**src/hw/rtl/wspm_pkg.sv**
```systemverilog
`timescale 1ns / 1ps

package wspm_pkg;

    localparam int MAX_PATTERN = 32;
    localparam int NUM_POS     = MAX_PATTERN + 1;
    localparam int LEN_W       = 6;
    localparam int IDX_W       = 3;
    localparam int REG_W       = 64;
    localparam int CHARS_PER_REG = REG_W / 8;

    localparam logic [7:0] CHAR_STAR = 8'h2A;
    localparam logic [7:0] CHAR_DOT  = 8'h2E;

    typedef enum logic [IDX_W-1:0] {
        REG_PAT_A   = 3'd0,
        REG_PAT_B   = 3'd1,
        REG_PAT_C   = 3'd2,
        REG_PAT_D   = 3'd3,
        REG_PAT_LEN = 3'd4
    } wspm_reg_t;

    typedef struct packed {
        logic step;
        logic seen;
        logic clear;
    } wspm_ctl_t;

    typedef struct packed {
        logic [7:0] pch;
        logic       in_range;
        logic       star_after;
        logic       at_end;
        logic       first;
    } wspm_pos_t;

endpackage

```
**src/hw/rtl/wspm_if.sv**
```systemverilog
`timescale 1ns / 1ps

interface wspm_text_if;
    logic       valid;
    logic       ready;
    logic [7:0] text_char;
    logic       char_present;
    logic       end_of_text;

    modport source (output valid, output text_char, output char_present,
                    output end_of_text, input ready);
    modport sink (input valid, input text_char, input char_present,
                  input end_of_text, output ready);
endinterface

interface wspm_result_if;
    logic valid;
    logic ready;
    logic matched;
    logic invalid_input;

    modport source (output valid, output matched, output invalid_input, input ready);
    modport sink (input valid, input matched, input invalid_input, output ready);
endinterface

interface wspm_cfg_if;
    logic        valid;
    logic        ready;
    logic [2:0]  index;
    logic [63:0] data;

    modport source (output valid, output index, output data, input ready);
    modport sink (input valid, input index, input data, output ready);
endinterface

```
**src/hw/rtl/wildcard_star_pattern_matcher.sv**
```systemverilog
`timescale 1ns / 1ps

// Whole-string matcher for patterns of up to 32 characters in which '.' matches any byte and a
// character followed by '*' matches zero or more copies of it. The user must write the pattern
// through the configuration channel while the block is idle; the block itself does not enforce it.
// Text bytes are taken at one request per clock cycle when not held off, with no gaps needed
// between texts; the row of 33 position cells updates its active bits and ripples the star
// skips within that cycle. The request that carries end_of_text produces one result, which sits in
// the output register from the next cycle on. While a result waits and the receiver holds off,
// the input is held off too; a result taken in a cycle lets a new request in that same cycle.

module wildcard_star_pattern_matcher
    import wspm_pkg::*;
(
    input  logic            clk,
    input  logic            rst_n,
    wspm_text_if.sink       text,
    wspm_result_if.source   result,
    wspm_cfg_if.sink        cfg
);

    logic [REG_W-1:0] pat_reg [4];
    logic [LEN_W-1:0] len_reg;
    logic             text_bad_reg;
    logic             text_bad_next;
    logic             seen_reg;
    logic             seen_next;
    logic             res_valid_reg;
    logic             res_valid_next;
    logic             res_matched_reg;
    logic             res_invalid_reg;

    logic [LEN_W-1:0] len;
    logic             accept;
    logic             step;
    logic             last;
    logic             char_bad;
    logic             seen_now;
    logic             bad_now;
    logic             nonempty;

    wspm_ctl_t        ctl;
    wspm_pos_t        pos      [NUM_POS];
    logic             seed_c   [NUM_POS];
    logic             skip_c   [NUM_POS];
    logic             adv_c    [NUM_POS];
    logic [NUM_POS-1:0]     end_bits;
    logic [MAX_PATTERN-1:0] pat_bad;

    assign len = (len_reg > LEN_W'(MAX_PATTERN)) ? LEN_W'(MAX_PATTERN) : len_reg;

    assign text.ready = ~res_valid_reg | result.ready;
    assign cfg.ready  = 1'b1;
    assign accept     = text.valid & text.ready;
    assign step       = accept & text.char_present;
    assign last       = accept & text.end_of_text;
    assign char_bad   = (text.text_char == CHAR_DOT) || (text.text_char == CHAR_STAR);

    assign ctl.step  = step;
    assign ctl.seen  = seen_reg;
    assign ctl.clear = last;

    genvar j;
    generate
        for (j = 0; j < NUM_POS; j++)
        begin : g_pos
            if (j < MAX_PATTERN)
            begin : g_char
                assign pos[j].pch = pat_reg[j / CHARS_PER_REG][(j % CHARS_PER_REG) * 8 +: 8];
                assign pat_bad[j] = (LEN_W'(j) < len) && (pos[j].pch == CHAR_STAR)
                                    && ((j == 0) || (pos[(j > 0) ? j - 1 : 0].pch == CHAR_STAR));
            end
            else
            begin : g_tail
                assign pos[j].pch = 8'd0;
            end

            if (j + 1 < MAX_PATTERN)
            begin : g_star
                assign pos[j].star_after = (LEN_W'(j + 1) < len)
                                           && (pat_reg[(j + 1) / CHARS_PER_REG]
                                               [((j + 1) % CHARS_PER_REG) * 8 +: 8] == CHAR_STAR);
            end
            else
            begin : g_nostar
                assign pos[j].star_after = 1'b0;
            end

            assign pos[j].in_range = (LEN_W'(j) < len);
            assign pos[j].at_end   = (LEN_W'(j) == len);
            assign pos[j].first    = (j == 0);

            wspm_cell u_cell (
                .clk       (clk),
                .rst_n     (rst_n),
                .ctl       (ctl),
                .pos       (pos[j]),
                .text_char (text.text_char),
                .seed_in   ((j >= 2) ? seed_c[(j >= 2) ? j - 2 : 0] : 1'b0),
                .skip_in   ((j >= 2) ? skip_c[(j >= 2) ? j - 2 : 0] : 1'b0),
                .adv_in    ((j >= 1) ? adv_c[(j >= 1) ? j - 1 : 0] : 1'b0),
                .seed_out  (seed_c[j]),
                .skip_out  (skip_c[j]),
                .adv_out   (adv_c[j]),
                .end_bit   (end_bits[j])
            );
        end
    endgenerate

    assign seen_now = seen_reg | text.char_present;
    assign nonempty = seen_now && (len != '0);
    assign bad_now  = text_bad_reg | (text.char_present & char_bad) | (|pat_bad);

    always_comb
    begin
        text_bad_next = text_bad_reg;
        seen_next     = seen_reg;
        if (last)
        begin
            text_bad_next = 1'b0;
            seen_next     = 1'b0;
        end
        else if (step)
        begin
            text_bad_next = text_bad_reg | char_bad;
            seen_next     = 1'b1;
        end
    end

    always_comb
    begin
        res_valid_next = res_valid_reg & ~result.ready;
        if (last)
        begin
            res_valid_next = 1'b1;
        end
    end

    always_ff @(posedge clk or negedge rst_n)
    begin
        if (!rst_n)
        begin
            pat_reg[0]    <= '0;
            pat_reg[1]    <= '0;
            pat_reg[2]    <= '0;
            pat_reg[3]    <= '0;
            len_reg       <= '0;
            text_bad_reg  <= 1'b0;
            seen_reg      <= 1'b0;
            res_valid_reg <= 1'b0;
        end
        else
        begin
            text_bad_reg  <= text_bad_next;
            seen_reg      <= seen_next;
            res_valid_reg <= res_valid_next;
            if (cfg.valid && cfg.ready)
            begin
                case (wspm_reg_t'(cfg.index))
                    REG_PAT_A:   pat_reg[0] <= cfg.data;
                    REG_PAT_B:   pat_reg[1] <= cfg.data;
                    REG_PAT_C:   pat_reg[2] <= cfg.data;
                    REG_PAT_D:   pat_reg[3] <= cfg.data;
                    REG_PAT_LEN: len_reg    <= cfg.data[LEN_W-1:0];
                    default:     ;
                endcase
            end
        end
    end

    always_ff @(posedge clk)
    begin
        if (last)
        begin
            res_matched_reg <= nonempty & ~bad_now & (|end_bits);
            res_invalid_reg <= nonempty & bad_now;
        end
    end

    assign result.valid         = res_valid_reg;
    assign result.matched       = res_matched_reg;
    assign result.invalid_input = res_invalid_reg;

    a_excl: assert property (@(posedge clk) disable iff (!rst_n)
        result.valid |-> !(result.matched && result.invalid_input))
        else $error("Result flags both set.");

    a_last_result: assert property (@(posedge clk) disable iff (!rst_n)
        (text.valid && text.ready && text.end_of_text) |=> result.valid)
        else $error("End of text gave no result.");

    a_no_spurious: assert property (@(posedge clk) disable iff (!rst_n)
        (text.valid && text.ready && !text.end_of_text && !result.valid) |=> !result.valid)
        else $error("Result without end of text.");

    a_fresh: assert property (@(posedge clk) disable iff (!rst_n)
        (text.valid && text.ready && text.end_of_text) |=> (!seen_reg && !text_bad_reg))
        else $error("Text state not cleared after end of text.");

endmodule

```
**src/hw/rtl/wspm_cell.sv**
```systemverilog
`timescale 1ns / 1ps

module wspm_cell
    import wspm_pkg::*;
(
    input  logic       clk,
    input  logic       rst_n,
    input  wspm_ctl_t  ctl,
    input  wspm_pos_t  pos,
    input  logic [7:0] text_char,
    input  logic       seed_in,
    input  logic       skip_in,
    input  logic       adv_in,
    output logic       seed_out,
    output logic       skip_out,
    output logic       adv_out,
    output logic       end_bit
);

    logic active_reg;
    logic active_next;
    logic seed_closed;
    logic cur;
    logic hit;
    logic closed;

    assign seed_closed = pos.first | seed_in;
    assign seed_out    = seed_closed & pos.star_after;
    assign cur         = ctl.seen ? active_reg : seed_closed;
    assign hit         = cur & pos.in_range & ((pos.pch == CHAR_DOT) || (pos.pch == text_char));
    assign adv_out     = hit & ~pos.star_after;
    assign closed      = (hit & pos.star_after) | adv_in | skip_in;
    assign skip_out    = closed & pos.star_after;
    assign end_bit     = pos.at_end & (ctl.step ? closed : active_reg);

    always_comb
    begin
        active_next = active_reg;
        if (ctl.clear)
        begin
            active_next = 1'b0;
        end
        else if (ctl.step)
        begin
            active_next = closed;
        end
    end

    always_ff @(posedge clk or negedge rst_n)
    begin
        if (!rst_n)
        begin
            active_reg <= 1'b0;
        end
        else
        begin
            active_reg <= active_next;
        end
    end

endmodule

```
**src/flat_wrapper.sv**
```systemverilog
// flat-port wrapper written by rule: the top's interface ports become plain ports
module wildcard_star_pattern_matcher_flat import wspm_pkg::*;
  (clk, rst_n, text_valid, text_text_char, text_char_present, text_end_of_text, text_ready, result_valid, result_matched, result_invalid_input, result_ready, cfg_valid, cfg_index, cfg_data, cfg_ready);
  wspm_text_if text_i ();
  wspm_result_if result_i ();
  wspm_cfg_if cfg_i ();
  input  logic clk;
  input  logic rst_n;
  input wire logic [$bits(text_i.valid)-1:0] text_valid;
  input wire logic [$bits(text_i.text_char)-1:0] text_text_char;
  input wire logic [$bits(text_i.char_present)-1:0] text_char_present;
  input wire logic [$bits(text_i.end_of_text)-1:0] text_end_of_text;
  output wire logic [$bits(text_i.ready)-1:0] text_ready;
  output wire logic [$bits(result_i.valid)-1:0] result_valid;
  output wire logic [$bits(result_i.matched)-1:0] result_matched;
  output wire logic [$bits(result_i.invalid_input)-1:0] result_invalid_input;
  input wire logic [$bits(result_i.ready)-1:0] result_ready;
  input wire logic [$bits(cfg_i.valid)-1:0] cfg_valid;
  input wire logic [$bits(cfg_i.index)-1:0] cfg_index;
  input wire logic [$bits(cfg_i.data)-1:0] cfg_data;
  output wire logic [$bits(cfg_i.ready)-1:0] cfg_ready;
  assign text_i.valid = text_valid;
  assign text_i.text_char = text_text_char;
  assign text_i.char_present = text_char_present;
  assign text_i.end_of_text = text_end_of_text;
  assign text_ready = text_i.ready;
  assign result_valid = result_i.valid;
  assign result_matched = result_i.matched;
  assign result_invalid_input = result_i.invalid_input;
  assign result_i.ready = result_ready;
  assign cfg_i.valid = cfg_valid;
  assign cfg_i.index = cfg_index;
  assign cfg_i.data = cfg_data;
  assign cfg_ready = cfg_i.ready;
  wildcard_star_pattern_matcher u_core (.clk(clk), .rst_n(rst_n), .text(text_i), .result(result_i), .cfg(cfg_i));
endmodule
```
**config.mk**
```make
export PLATFORM = sky130hd
export DESIGN_NAME = wildcard_star_pattern_matcher_flat
export DESIGN_NICKNAME = d
export VERILOG_FILES = /design/src/hw/rtl/wspm_pkg.sv /design/src/hw/rtl/wspm_if.sv /design/src/hw/rtl/wildcard_star_pattern_matcher.sv /design/src/hw/rtl/wspm_cell.sv /design/src/flat_wrapper.sv
export SDC_FILE = /design/constraint.sdc
export NUM_CORES = 1
export LEC_CHECK = 0
export ABC_AREA = 1
export BUFFER_PORTS_ARGS = -buffer_cell sky130_fd_sc_hd__buf_2
export CAP_MARGIN = 20
export CELL_PAD_IN_SITES_DETAIL_PLACEMENT = 1
export CELL_PAD_IN_SITES_GLOBAL_PLACEMENT = 1
export CORE_MARGIN = 10
export CORE_UTILIZATION = 30
export CTS_CLUSTER_SIZE = 25
export DETAILED_ROUTE_END_ITERATION = 6
export PLACE_DENSITY_LB_ADDON = 0.15
export SLEW_MARGIN = 15
export SYNTH_ARGS = -nofsm -noshare
export SYNTH_HDL_FRONTEND = slang
export SYNTH_SLANG_ARGS = --single-unit
```
**constraint.sdc**
```tcl
create_clock -name clk -period 3.41 [get_ports clk]
set_clock_uncertainty 0.1 [all_clocks]
set_input_delay 0.5115 -clock clk [delete_from_list [all_inputs] [get_ports clk]]
set_output_delay 0.5115 -clock clk [all_outputs]
set_load 0.02 [all_outputs]
```
==> impl.org, run 1 <==
** STA
- Final slew viol count :: 0
- Slew of the pin with the lowest slew margin :: 1.09 ns
- Setup repair after global routing could not meet its margin everywhere.
- The final count of hold timing violations is 0.
- Shortest period the worst path allows :: 4.30 ns
- Post-route worst hold slack :: 0.182 ns
- In the finished design, the share of the clock period the worst path needs comes to 126%.
- Worst max-slew margin expressed relative to the limit :: 27.1%
- Based on the critical path, the design can be clocked at up to 232 MHz.
- Setup violations remaining at the end of the flow were counted as 12.
- Fin worst setup slack :: -0.891 ns

** CTS
- Clock-pin slew was measured on the worst setup and hold paths at 0.06 ns.
- TritonCTS built the clock tree.
- The clock net in this run drives a total of 300 sinks.
- Buffer cell driving the clock tree root :: sky130_fd_sc_hd__clkbuf_16
- Level count of the clock H-tree :: 2
- Clock Latency Late Sink :: 0.57 ns
- Clock Tree Buf Depth :: 3
- CTS buffer count :: 40

** Worst setup path
- Source of the worst register-to-register timing path :: u_core.len_reg[5]$_DFFE_PN0P_
- Maximum fanout along the worst path :: 6
- Most frequent CP cell :: sky130_fd_sc_hd__nand3_1
- Kind of critical path :: flop to flop
- The slowest stage of the critical path is the sky130_fd_sc_hd__dfrtp_1 cell.
- Worst setup slack for register-to-register paths :: -0.89 ns
- Arrival time of data at the critical path endpoint :: 4.51 ns
- For this run, the slowest stage of the critical path takes 0.40 ns.
- Number of cell instances on the worst register-to-register path :: 36
- The worst setup path is launched from a flop.
- Required time of the critical path :: 3.62 ns
- STA classifies the critical path endpoint as a flop.
- The endpoint identified for the worst register-to-register timing path is u_core.result.matched$_DFFE_PP_.

** Route
- In the final routed layout, each cell accounts on average for 21.3 um.
- For this block, the via count after detailed routing is 19100.
- The pre-antenna-repair detailed-routing pass consisted of 5 iterations.
- In the routed design, unresolved DRC markers number 0.
- In this run, the number of DRC markers left after iteration 0 of detailed routing was 1104.
- Post-detailed-route count of antenna-violating nets :: 0
- Post-detailed-routing wire length :: 81800 um
- Using the TritonRoute via totals, the vias-per-cell ratio works out to 4.97.

** Finish
- Share of cells above drive strength 1 :: 29.6%
- Layout Utilization :: 42.5%
- Relative to the synthesized area, the layout overhead comes to 40.4%.
- Layout net count :: 3114
- Max FFs per register :: 256

** Job
- Across the run, the number of max-cap violations was 0.

** Global routing
- The first global-routing pass estimated 125000 um of wire.
- The via count of the first global-routing pass is 20507.
- The number of antenna violations at the first check in global routing was 2.
- Entering global routing, the biggest net connects 129 pins.
- Total routing resource utilization after global routing :: 22.8%
- After global routing the overflow that remains totals 0.

** Power and ir drop
- Total power for the finished layout comes to 13400 uW.
- Peak VDD IR :: 0.291 mV
- Static Leak :: 0.0124 uW
- Dividing total power by cell area gives a power density of 525 nW/um^2.

** Floorplanning
- The die is 266 um wide.
- Site Rows :: 90
- Core area :: 60200 um^2
- Area enclosed by the die boundary :: 71000 um^2
- From bottom edge to top edge, the die measures 266 um.
- 87 I/O pins were placed.
- The initial utilization of the core area, before any placement, comes to 30.2%.

** Synthesis
- The average instance in the mapped netlist occupies 7.31 um^2.
- For this run, the leading register cell type out of synthesis is sky130_fd_sc_hd__dfrtp_1.
- After synthesis, flip-flops and latches occupy 41.3% of the total area.
- Cell type with the largest total area after synthesis :: sky130_fd_sc_hd__dfrtp_1
- Register bit total from synthesis :: 300
- By area the synthesized netlist is led by sky130_fd_sc_hd__dfrtp_1, sky130_fd_sc_hd__nand2_1, sky130_fd_sc_hd__o21ai_0.
- After technology mapping, the gate count stands at 2491.
- Of the post-synthesis cell area, the dominant cell type holds 40.9%.
- Post-synth EDFFs :: 2
- Number of unique standard cell types used by synthesis :: 61
- After synthesis, the share of flip-flops with an asynchronous set or reset is 99.3%.
- The number of nets in the synthesized netlist is 2573.
- Total standard cell area after synthesis :: 18200 um^2
- Yosys warning total :: 0

** Placed design
- The congestion estimate from routability-driven global placement came to 0.949.
- Detailed placement ended at an HPWL of 62700 um.
- Port buffering added 85 buffers.
- Setup slack at placement :: -1.07 ns

** Run status
- Run status :: finished, violations left
- The final reports fail on setup timing.

** Min path
- Worst min-delay path endpoint :: u_core.pat_reg[245]$_DFFE_PN0P_
- Kind of path behind the tightest hold check :: primary input to flop
- Worst hold path stage count :: 3
- The startpoint identified for the worst hold timing path is cfg_data[53].
synth_stat cells, drive strengths merged (2+ instances only):
library cell / n
a21oi: 15
o211ai: 5
nor4: 28
and3: 8
dfrtp: 298
nor3: 25
xor2: 20
or4: 2
clkinv: 2
o32ai: 5
o22a: 7
clkbuf: 74
edfxtp: 2
o41ai: 13
nand4: 119
nor2: 197
and2: 2
o31ai: 5
o22ai: 13
nand3b: 3
inv: 308
o2111ai: 7
o21ai: 303
buf: 39
o221ai: 7
nand2: 663
nand3: 121
or2: 39
nor3b: 3
a221oi: 4
xnor2: 145
final cells by class:
class	instances	area [um^2]
fill	7352	34700
multi-input combinational	1768	9680
sequential	300	7520
timing repair buffer	612	4850
inverter	310	1180
clock buffer	57	1170
tap	782	978
clock inverter	12	213
antenna	1	2.50
stage by stage:
step / cells / TNS [ns] / cell area [um^2]
after floorplan: 2491 / -0.0386 / 18300
after global placement: 3737 / -8.21 / 23300
final: 3842 / -5.14 / 25600
after CTS: 3825 / -5.26 / 25100
after global routing: 3841 / -9.92 / 25600
after detailed placement: 3737 / -8.65 / 23300
worst max-delay path by stage:
stage                                        startpoint                               to
after floorplan           u_core.len_reg[5]$_DFFE_PN0P_  u_core.result.matched$_DFFE_PP_
after global placement                text_text_char[6]  u_core.result.matched$_DFFE_PP_
after detailed placement              text_text_char[6]  u_core.result.matched$_DFFE_PP_
after CTS                 u_core.len_reg[5]$_DFFE_PN0P_  u_core.result.matched$_DFFE_PP_
after global routing      u_core.len_reg[5]$_DFFE_PN0P_  u_core.result.matched$_DFFE_PP_
final                     u_core.len_reg[5]$_DFFE_PN0P_  u_core.result.matched$_DFFE_PP_
cells in the final DEF, fill, tap and decap left out, types with 6 or more instances in the layout:
cell type	count
sky130_fd_sc_hd__dfrtp_1	297
sky130_fd_sc_hd__buf_12	28
sky130_fd_sc_hd__o21ai_1	12
sky130_fd_sc_hd__clkbuf_8	8
sky130_fd_sc_hd__clkbuf_1	8
sky130_fd_sc_hd__inv_1	277
sky130_fd_sc_hd__clkbuf_16	42
sky130_fd_sc_hd__xor2_1	20
sky130_fd_sc_hd__and3_1	8
sky130_fd_sc_hd__nand3_2	14
sky130_fd_sc_hd__o22ai_1	13
sky130_fd_sc_hd__nand2_1	597
sky130_fd_sc_hd__o22a_1	7
sky130_fd_sc_hd__nor3_1	21
sky130_fd_sc_hd__nor2_1	154
sky130_fd_sc_hd__nand4_1	117
sky130_fd_sc_hd__or2_2	38
sky130_fd_sc_hd__inv_2	27
sky130_fd_sc_hd__o221ai_1	7
sky130_fd_sc_hd__o21ai_0	284
sky130_fd_sc_hd__buf_4	474
sky130_fd_sc_hd__nand2_2	57
sky130_fd_sc_hd__nor2_4	21
sky130_fd_sc_hd__buf_2	84
sky130_fd_sc_hd__buf_6	23
sky130_fd_sc_hd__nand2_4	8
sky130_fd_sc_hd__nor4_1	27
sky130_fd_sc_hd__o41ai_1	11
sky130_fd_sc_hd__nand3_1	102
sky130_fd_sc_hd__nor2_2	22
sky130_fd_sc_hd__bufinv_16	6
sky130_fd_sc_hd__xnor2_1	145
sky130_fd_sc_hd__a21oi_1	8
power by group:
group          internal (uW)  switching, uW  leakage, uW  total, uW
Combinational           1930           2210      0.00800       4150
Sequential              4210            582      0.00378       4790
Clock                   2820           1690     0.000677       4510
Total                   8960           4480       0.0124      13400
worst max-delay path: cells and delay by family (launching register included):
kind	cells	cell delay, ns
buffers and inverters	7	0.75
AND/OR/NAND/NOR	26	2.53
flip-flops	1	0.40
AO/OA/AOI/OAI	3	0.28
per-layer routing:
layer	part of all wire (%)	global-route usage, %	vias to the layer above
met5	0	0	-
met4	2.0	5.06	0
met3	3.1	2.50	97
met2	50	40.7	285
met1	45	29.2	9523
li1	-	-	9195
timing repair:
item	4_1_cts	5_1_grt
hold buffers	1	0
gates cloned	0	0
setup endpoints to repair	16	17
hold endpoints to repair	56	0
pin swaps	24	46
gates resized for setup	80	112
buffers inserted	23	18
cells by family after synthesis:
group / after synthesis / synth area share [%]
AND/OR/NAND/NOR: 1213 / 29.6
AO/OA/AOI/OAI: 389 / 12.1
buffers and inverters: 423 / 9.06
other: 1 / 0.0206
XOR/XNOR: 165 / 7.93
flip-flops: 300 / 41.3
Power figures use the tool's default switching activity.
==> inputs of run 2 (changes only) <==
--- a/config.mk
+++ b/config.mk
@@ -11,7 +11,7 @@
 export CELL_PAD_IN_SITES_DETAIL_PLACEMENT = 1
 export CELL_PAD_IN_SITES_GLOBAL_PLACEMENT = 1
 export CORE_MARGIN = 10
-export CORE_UTILIZATION = 30
+export CORE_UTILIZATION = 42
 export CTS_CLUSTER_SIZE = 25
 export DETAILED_ROUTE_END_ITERATION = 6
 export PLACE_DENSITY_LB_ADDON = 0.15
==> run 2 against run 1 <==
Sequential share of layout area is 0.80 points higher. First-iteration DRC count up 30%. Critical endpoint unchanged. Utilization grew 15 points. Clock-buffer cell count increased by 3. Largest cell class unchanged. Fmax up 3.5%. The flow still finishes with violations (setup timing).
==> impl.org, run 2 (same netlist as run 1, synthesis figures left out) <==
** Run status
- The run finished, with violations left.
- Failing checks :: setup timing

** Worst setup path
- Element type at the critical path end :: flop
- Maximum fanout along the worst path :: 4 (-2)
- The data arrival time at the worst-slack endpoint is 4.37 ns (-0.14 ns).
- Startpoint type of the worst setup path :: flop
- The worst stage delay on the critical path is 0.48 ns (+0.08 ns).
- The slowest stage of the critical path is the sky130_fd_sc_hd__dfrtp_2 cell.
- Required time of the critical path :: 3.62 ns (about the same)
- Kind of critical path :: flop to flop
- In this design, the critical path's most frequently occurring cell is sky130_fd_sc_hd__nand2_1.

** Power and ir drop
- Static Leak :: 0.0123 uW (-1.4%)
- Power per unit of standard cell area :: 529 nW/um^2 (+0.78%)
- The worst vdd rail ir drop was 0.420 mV (+44%).
- Overall power consumption :: 13200 uW (-1.9%)

** CTS
- The clock net sink count is 300 (unchanged).
- CTS buffer count :: 39 (-2.5%)
- CTS tree :: yes
- Clock Latency Late Sink :: 0.57 ns (about the same)
- The clock slew at the register clock pins of the worst setup and hold paths came to 0.06 ns (about the same).
- The maximum count of clock buffers along a single path came to 3 (unchanged).
- The cell sitting at the root of the clock tree is a sky130_fd_sc_hd__clkbuf_16.
- The number of H-tree branching levels is 2 (unchanged).

** Placed design
- Placer Congestion :: 0.984 (+3.7%)
- Detail Placement HPWL :: 61200 um (-2.4%)
- Placed cell areas :: 22900 um^2 (-1.7%)
- Total of buffers placed on input and output ports :: 85 (unchanged)

** STA
- Fin worst setup slack :: -0.747 ns (+0.144 ns)
- Final setup violating endpoints :: 13 (+1)
- Post-route worst hold slack :: 0.180 ns (-0.00171 ns)
- Highest Clock Rate :: 241 MHz (+3.5%)
- Period utilisation layout :: 122% (-4.2 points)
- Unrepaired setup endpoints after global routing :: true
- The final count of hold timing violations is 0 (unchanged).
- Worst max-slew margin expressed relative to the limit :: 38.9% (+12 points)
- Slew of the pin with the lowest slew margin :: 0.911 ns (-0.177 ns)
- Final slew viol count :: 0 (unchanged)
- Shortest period the worst path allows :: 4.16 ns (-0.144 ns)

** Route
- Number of DRC violations after detailed-routing iteration 0 :: 1435 (+30%)
- The routed via count is 19897 (+4.2%).
- Detail-routed net length per standard cell :: 22.5 um (+5.7%)
- The detailed-route DRC error count is 0 (unchanged).
- The via density per instance is 5.50 (+11%).
- The first-pass iteration count of the detailed router is 5 (unchanged).
- Post-detailed-routing wire length :: 81400 um (-0.51%)
- The antenna violation net count after detailed routing came to 0 (unchanged).

** Finish
- The number of flip-flops under the largest register name was 256 (unchanged).
- The share of cells above drive strength 1 came to 28.0% (-1.6 points).
- Layout Utilization :: 58.0% (+15 points)
- Synth-to-Final Area Change :: 36.7%
- In the layout the commonest cells are sky130_fd_sc_hd__nand2_1, sky130_fd_sc_hd__buf_4, sky130_fd_sc_hd__dfrtp_1.
- Design area :: 24900 um^2 (-2.7%)
- Layout net count :: 3084 (-0.96%)
- The number of diodes came to 0 (-1).
- Most common cell after layout, fill and taps aside :: sky130_fd_sc_hd__nand2_1

** Global routing
- Antenna violations before repair :: 0 (-2)
- Total congestion overflow after global routing :: 0 (unchanged)
- Largest net degree at the start of global routing :: 73 (-43%)
- Wire length of the first global-routing pass :: 125000 um (+0.49%)
- The via count of the first global-routing pass came to 21217 (+3.5%).
- The total routing resource utilization after global routing is 30.5% (+7.7 points).

** Floorplanning
- Height of the die :: 228 um (-14%)
- The area of the core is 43000 um^2 (-29%).
- Area enclosed by the die boundary :: 52100 um^2 (-27%)
- The width of the chip came to 228 um (-14%).
- The number of primary I/O pins is 87 (unchanged).
- The starting density of the core is 42.4% (+12 points).
- The placement row count is 76 (-16%).

** Job
- The reported max-cap violation count was 0 (unchanged).

** Min path
- Kind of path behind the tightest hold check :: primary input to flop
==> run 2: cell count changes in the layout (fill, tap and decap cells not counted), sizes merged, moves of 2 or more <==
cell,delta
inv,+2
buf,-28
clkinv,-2
bufinv,-2
clkbuf,+2
==> run 2: worst max-delay path: cells and delay by family, from the launching register on <==
family                 cells  cell delay (ns)
AND/OR/NAND/NOR           37             3.05
flip-flops                 1             0.48
buffers and inverters      2             0.27
==> run 2: final timing paths <==
check	start	endpoint	slack, ns	depth (start not counted)
max	u_core.len_reg[5]$_DFFE_PN0P_	u_core.result.matched$_DFFE_PP_	-0.75	39
min	cfg_data[52]	u_core.pat_reg[244]$_DFFE_PN0P_	0.18	3
min reg2reg	u_core.pat_reg[37]$_DFFE_PN0P_	u_core.pat_reg[37]$_DFFE_PN0P_	0.42	2
max in group asynchronous	rst_n	u_core.pat_reg[128]$_DFFE_PN0P_	1.95	4
min in group asynchronous	rst_n	u_core.pat_reg[12]$_DFFE_PN0P_	0.44	2
max reg2reg	u_core.len_reg[5]$_DFFE_PN0P_	u_core.result.matched$_DFFE_PP_	-0.75	39
==> run 2: what timing repair did <==
action	CTS	global route
pin swaps	30	30
hold buffers	1	0
gates resized for setup	61	95
setup endpoints to repair	15	18
cloned	0	0
buffers inserted	13	11
endpoints found under the hold margin	58	0
==> run 2: layout make-up <==
type / instances / area [um^2]
inverters: 310 / 1170
flip-flops and latches: 300 / 7520
multi-input cells: 1768 / 9610
clock buffers: 60 / 1150
clock inverters: 9 / 149
well taps: 585 / 732
repair buffers: 583 / 4580
fillers: 5429 / 18100
==> run 2: per-layer routing <==
layer,GRT usage (%),part of all wire (%),up-vias
li1,-,-,9128
met1,38.7,43,10044
met2,51.2,48,543
met3,3.93,4.5,182
met4,13.9,4.6,0
met5,0,0,-
==> run 2: power breakdown <==
part,total [uW],leakage (uW),switching [uW],internal (uW)
Clock,4310,0.000634,1690,2610
Sequential,4830,0.00378,625,4210
Combinational,4050,0.00787,2230,1810
Total,13200,0.0123,4550,8630
==> run 2: metrics by stage <==
step,setup slack [ns],cells,TNS (ns)
final,-0.747,3615,-4.48
after global routing,-1.18,3615,-7.78
after CTS,-0.709,3607,-4.13
after detailed placement,-0.929,3525,-7.02
after global placement,-0.874,3525,-5.99
after floorplan,-0.0386,2491,-0.0386
==> inputs of run 3 (changes only) <==
--- a/config.mk
+++ b/config.mk
@@ -10,12 +10,14 @@
 export CAP_MARGIN = 20
 export CELL_PAD_IN_SITES_DETAIL_PLACEMENT = 1
 export CELL_PAD_IN_SITES_GLOBAL_PLACEMENT = 1
+export CORE_ASPECT_RATIO = 0.6
 export CORE_MARGIN = 10
-export CORE_UTILIZATION = 42
+export CORE_UTILIZATION = 41
 export CTS_CLUSTER_SIZE = 25
 export DETAILED_ROUTE_END_ITERATION = 6
 export PLACE_DENSITY_LB_ADDON = 0.15
 export SLEW_MARGIN = 15
 export SYNTH_ARGS = -nofsm -noshare
 export SYNTH_HDL_FRONTEND = slang
+export SYNTH_HIERARCHICAL = 1
 export SYNTH_SLANG_ARGS = --single-unit
==> run 3 against run 2 <==
The run still ends with setup timing left. Area after synthesis rose by 18%. Power increased by 5.6%. Wire length is 15% higher. Final area rose by 14%. Global-route usage shrank 0.87 points. Die area increased by 19%.
==> impl.org, run 3 <==
** Power and ir drop
- The final total power was 13900 uW (+5.6%).
- The fraction of power consumed by combinational cells came to 34.5% (+3.8 points).
- Peak VDD IR :: 0.347 mV (-17%)
- The internal portion of total power was 8760 uW (+1.4%).
- The proportion of total power due to net switching is 37.1% (+2.6 points).
- The power per unit of standard cell area is 489 nW/um^2 (-7.6%).
- The clock group share of total power is 30.5% (-2.2 points).
- Fraction of power consumed by sequential logic :: 34.9% (-1.7 points)
- The leakage power is 0.0151 uW (+23%).
- Switching pwr :: 5170 uW (+14%)

** Route
- The antenna violation net count after detailed routing came to 0 (unchanged).
- The routed via count was 23916 (+20%).
- 1st-pass router iterations :: 7 (+2)
- The detail-routed net length per standard cell came to 20.0 um (-11%).
- The via density per instance came to 5.12 (-6.9%).
- The detailed-route DRC error count was 0 (unchanged).
- The sum of routed wire length over all layers was 93500 um (+15%).
- Number of DRC violations after detailed-routing iteration 0 :: 1759 (+23%)

** Floorplanning
- The placement row count came to 64 (-16%).
- The height of the die is 197 um (-14%).
- The width of the chip came to 315 um (+38%).
- The area of the core is 51300 um^2 (+19%).
- Area enclosed by the die boundary :: 62100 um^2 (+19%)
- Starting utilization of the core area :: 41.7% (-0.65 points)
- Number of I/O pins :: 87 (unchanged)

** Global routing
- Antenna violations before repair :: 1 (+1)
- Wire length of the first global-routing pass :: 144000 um (+15%)
- Total routing resource utilization after global routing :: 29.7% (-0.87 points)
- The residual overflow from global routing came to 0 (unchanged).
- Vias in the first global route :: 24950 (+18%)
- Largest net degree at the start of global routing :: 129 (+77%)

** Finish
- The number of nets in the finished design came to 4031 (+31%).
- Synth-to-Final Area Change :: 32.8%
- Number of standard cells in the layout, taps in and fillers out :: 4667 (+29%)
- Leaving out fill and tap cells, the most frequent cell in the layout is sky130_fd_sc_hd__nand2_1.
- The share of cells above drive strength 1 was 24.2% (-3.8 points).
- Highest-count cells in the layout ignoring fill and taps :: sky130_fd_sc_hd__nand2_1, sky130_fd_sc_hd__inv_1, sky130_fd_sc_hd__buf_4
- The number of diodes came to 0 (unchanged).
- Max FFs per register :: 256 (unchanged)

** Placed design
- The setup slack after placement was -2.77 ns (-1.84 ns).
- Total of buffers placed on input and output ports :: 85 (unchanged)
- Detail Placement HPWL :: 71700 um (+17%)
- Cell count after placement :: 4575 (+30%)
- The final weighted congestion of routability-driven global placement is 0.966 (-1.8%).

** STA
- The fraction of the cycle the final worst path needs came to 176% (+54 points).
- The number of pins with negative max-slew slack in the final report came to 0 (unchanged).
- The time the final worst path needs with I/O delays and setup is 5.99 ns (+1.84 ns).
- Setup repair after global routing could not meet its margin everywhere.
- Highest Clock Rate :: 167 MHz (-31%)
- Fin worst setup slack :: -2.58 ns (-1.84 ns)
- The final count of hold timing violations came to 0 (unchanged).
- Worst max-slew margin expressed relative to the limit :: 38.4% (-0.46 points)
- The count of final setup violators came to 21 (+8).
- The actual slew at the worst max-slew pin came to 0.921 ns (+0.0103 ns).

** CTS
- The worst-skew pair later-pin latency came to 0.56 ns (about the same).
- The number of CTS-inserted buffers came to 35 (-10%).
- Clock Tree Buf Depth :: 3 (unchanged)
- Level count of the clock H-tree :: 2 (unchanged)
- CTS tree :: yes
- The clock net sink count was 300 (unchanged).
- CTS placed an instance of sky130_fd_sc_hd__clkbuf_16 at the clock tree root.
- Reg clk slew, reported paths :: 0.07 ns (about the same)

** Worst setup path
- STA classifies the critical path startpoint as a flop.
- Arrival time of data at the critical path endpoint :: 6.30 ns (+1.93 ns)
- The depth of the worst register-to-register path was 46 (+18%).
- Most frequent CP cell :: sky130_fd_sc_hd__nor2_8
- Required time of the critical path :: 3.71 ns (+0.09 ns)
- The largest fanout on the critical path is 2 (-2).
- For this design, the slowest cell found on the critical path is sky130_fd_sc_hd__dfrtp_1.
- The worst stage delay on the critical path is 0.41 ns (-0.07 ns).
- By startpoint and endpoint, the worst setup path is classified as flop to flop.
- Element type at the critical path end :: flop

** Synthesis
- Yosys warning total :: 6 (+6)
- Average footprint of a synthesized cell :: 6.37 um^2 (-13%)
- Total standard cell area after synthesis :: 21400 um^2 (+18%)
- The post-synthesis cell count is 3362 (+35%).

** Min path
- Worst hold path stage count :: 4 (+1)
- The tightest min-delay check is of the primary input to flop type.

** Job
- The reported max-cap violation count is 0 (unchanged).

** Run status
- The checks that failed: setup timing.
- The run finished, with violations left.
==> run 3: layout make-up <==
type	instances	area, um^2
Clock inverter	12	190
Sequential cell	300	7520
Inverter	626	2360
Timing Repair Buffer	555	4190
Tap cell	693	867
Clock buffer	50	1070
Multi-Input combinational cell	2431	12300
Fill cell	6929	22900
==> run 3: worst paths after layout <==
kind	startpoint	end	slack [ns]
max	u_core/pat_reg[207]$_DFFE_PN0P_	u_core/result.matched$_DFFE_PP_	-2.58
min	result_ready	u_core/result.valid$_DFF_PN0_	0.17
max reg2reg	u_core/pat_reg[207]$_DFFE_PN0P_	u_core/result.matched$_DFFE_PP_	-2.58
min reg2reg	u_core/pat_reg[86]$_DFFE_PN0P_	u_core/pat_reg[86]$_DFFE_PN0P_	0.42
max in group asynchronous	rst_n	u_core/pat_reg[106]$_DFFE_PN0P_	1.95
min in group asynchronous	rst_n	u_core/pat_reg[122]$_DFFE_PN0P_	0.46
==> run 3: layer usage <==
layer	wire (um)	vias to the layer above	share of wire [%]	global-route usage (%)
met5	0	-	0	0.0783
li1	-	11316	-	-
met4	2680	0	2.9	8.79
met2	39700	620	42	44.7
met3	7800	141	8.3	7.55
met1	43300	11839	46	41.3
==> run 3: through the flow <==
step | TNS, ns | hold slack (ns) | cell area (um^2) | util (%)
2_1_floorplan | -16.48 | 0.116 | 22100 | -
3_3_place_gp | -29.00 | 0.393 | 26600 | 51.7
3_5_place_dp | -30.32 | 0.410 | 26600 | 51.7
4_1_cts | -26.42 | 0.147 | 28200 | 54.9
5_1_grt | -33.30 | 0.185 | 28500 | 55.4
6_report | -28.44 | 0.170 | 28500 | 55.4
==> run 3: critical path: cells and delay by family, from the launching register on <==
kind | cells | cell delay (ns)
and+or+nand+nor | 29 | 2.28
DFF | 1 | 0.41
AOI/OAI and AO/OA | 16 | 2.96
buffers and inverters | 1 | 0.04
==> run 3: timing repair <==
item / in CTS / in global routing
pin swaps: 21 / 38
endpoints found under the hold margin: 64 / 0
setup endpoints to repair: 23 / 23
gates resized for setup: 54 / 59
buffers inserted: 17 / 13
hold buffers: 1 / 0
==> run 3: power groups by stage <==
stage / Combinational, uW / Sequential [uW] / Clock (uW)
2_1_floorplan: 2300 / 4860 / 0
3_3_place_gp: 4290 / 4840 / 0
3_5_place_dp: 4540 / 4890 / 0
4_1_cts: 4670 / 4840 / 4320
5_1_grt: 5310 / 4950 / 4480
6_report: 4810 / 4860 / 4250
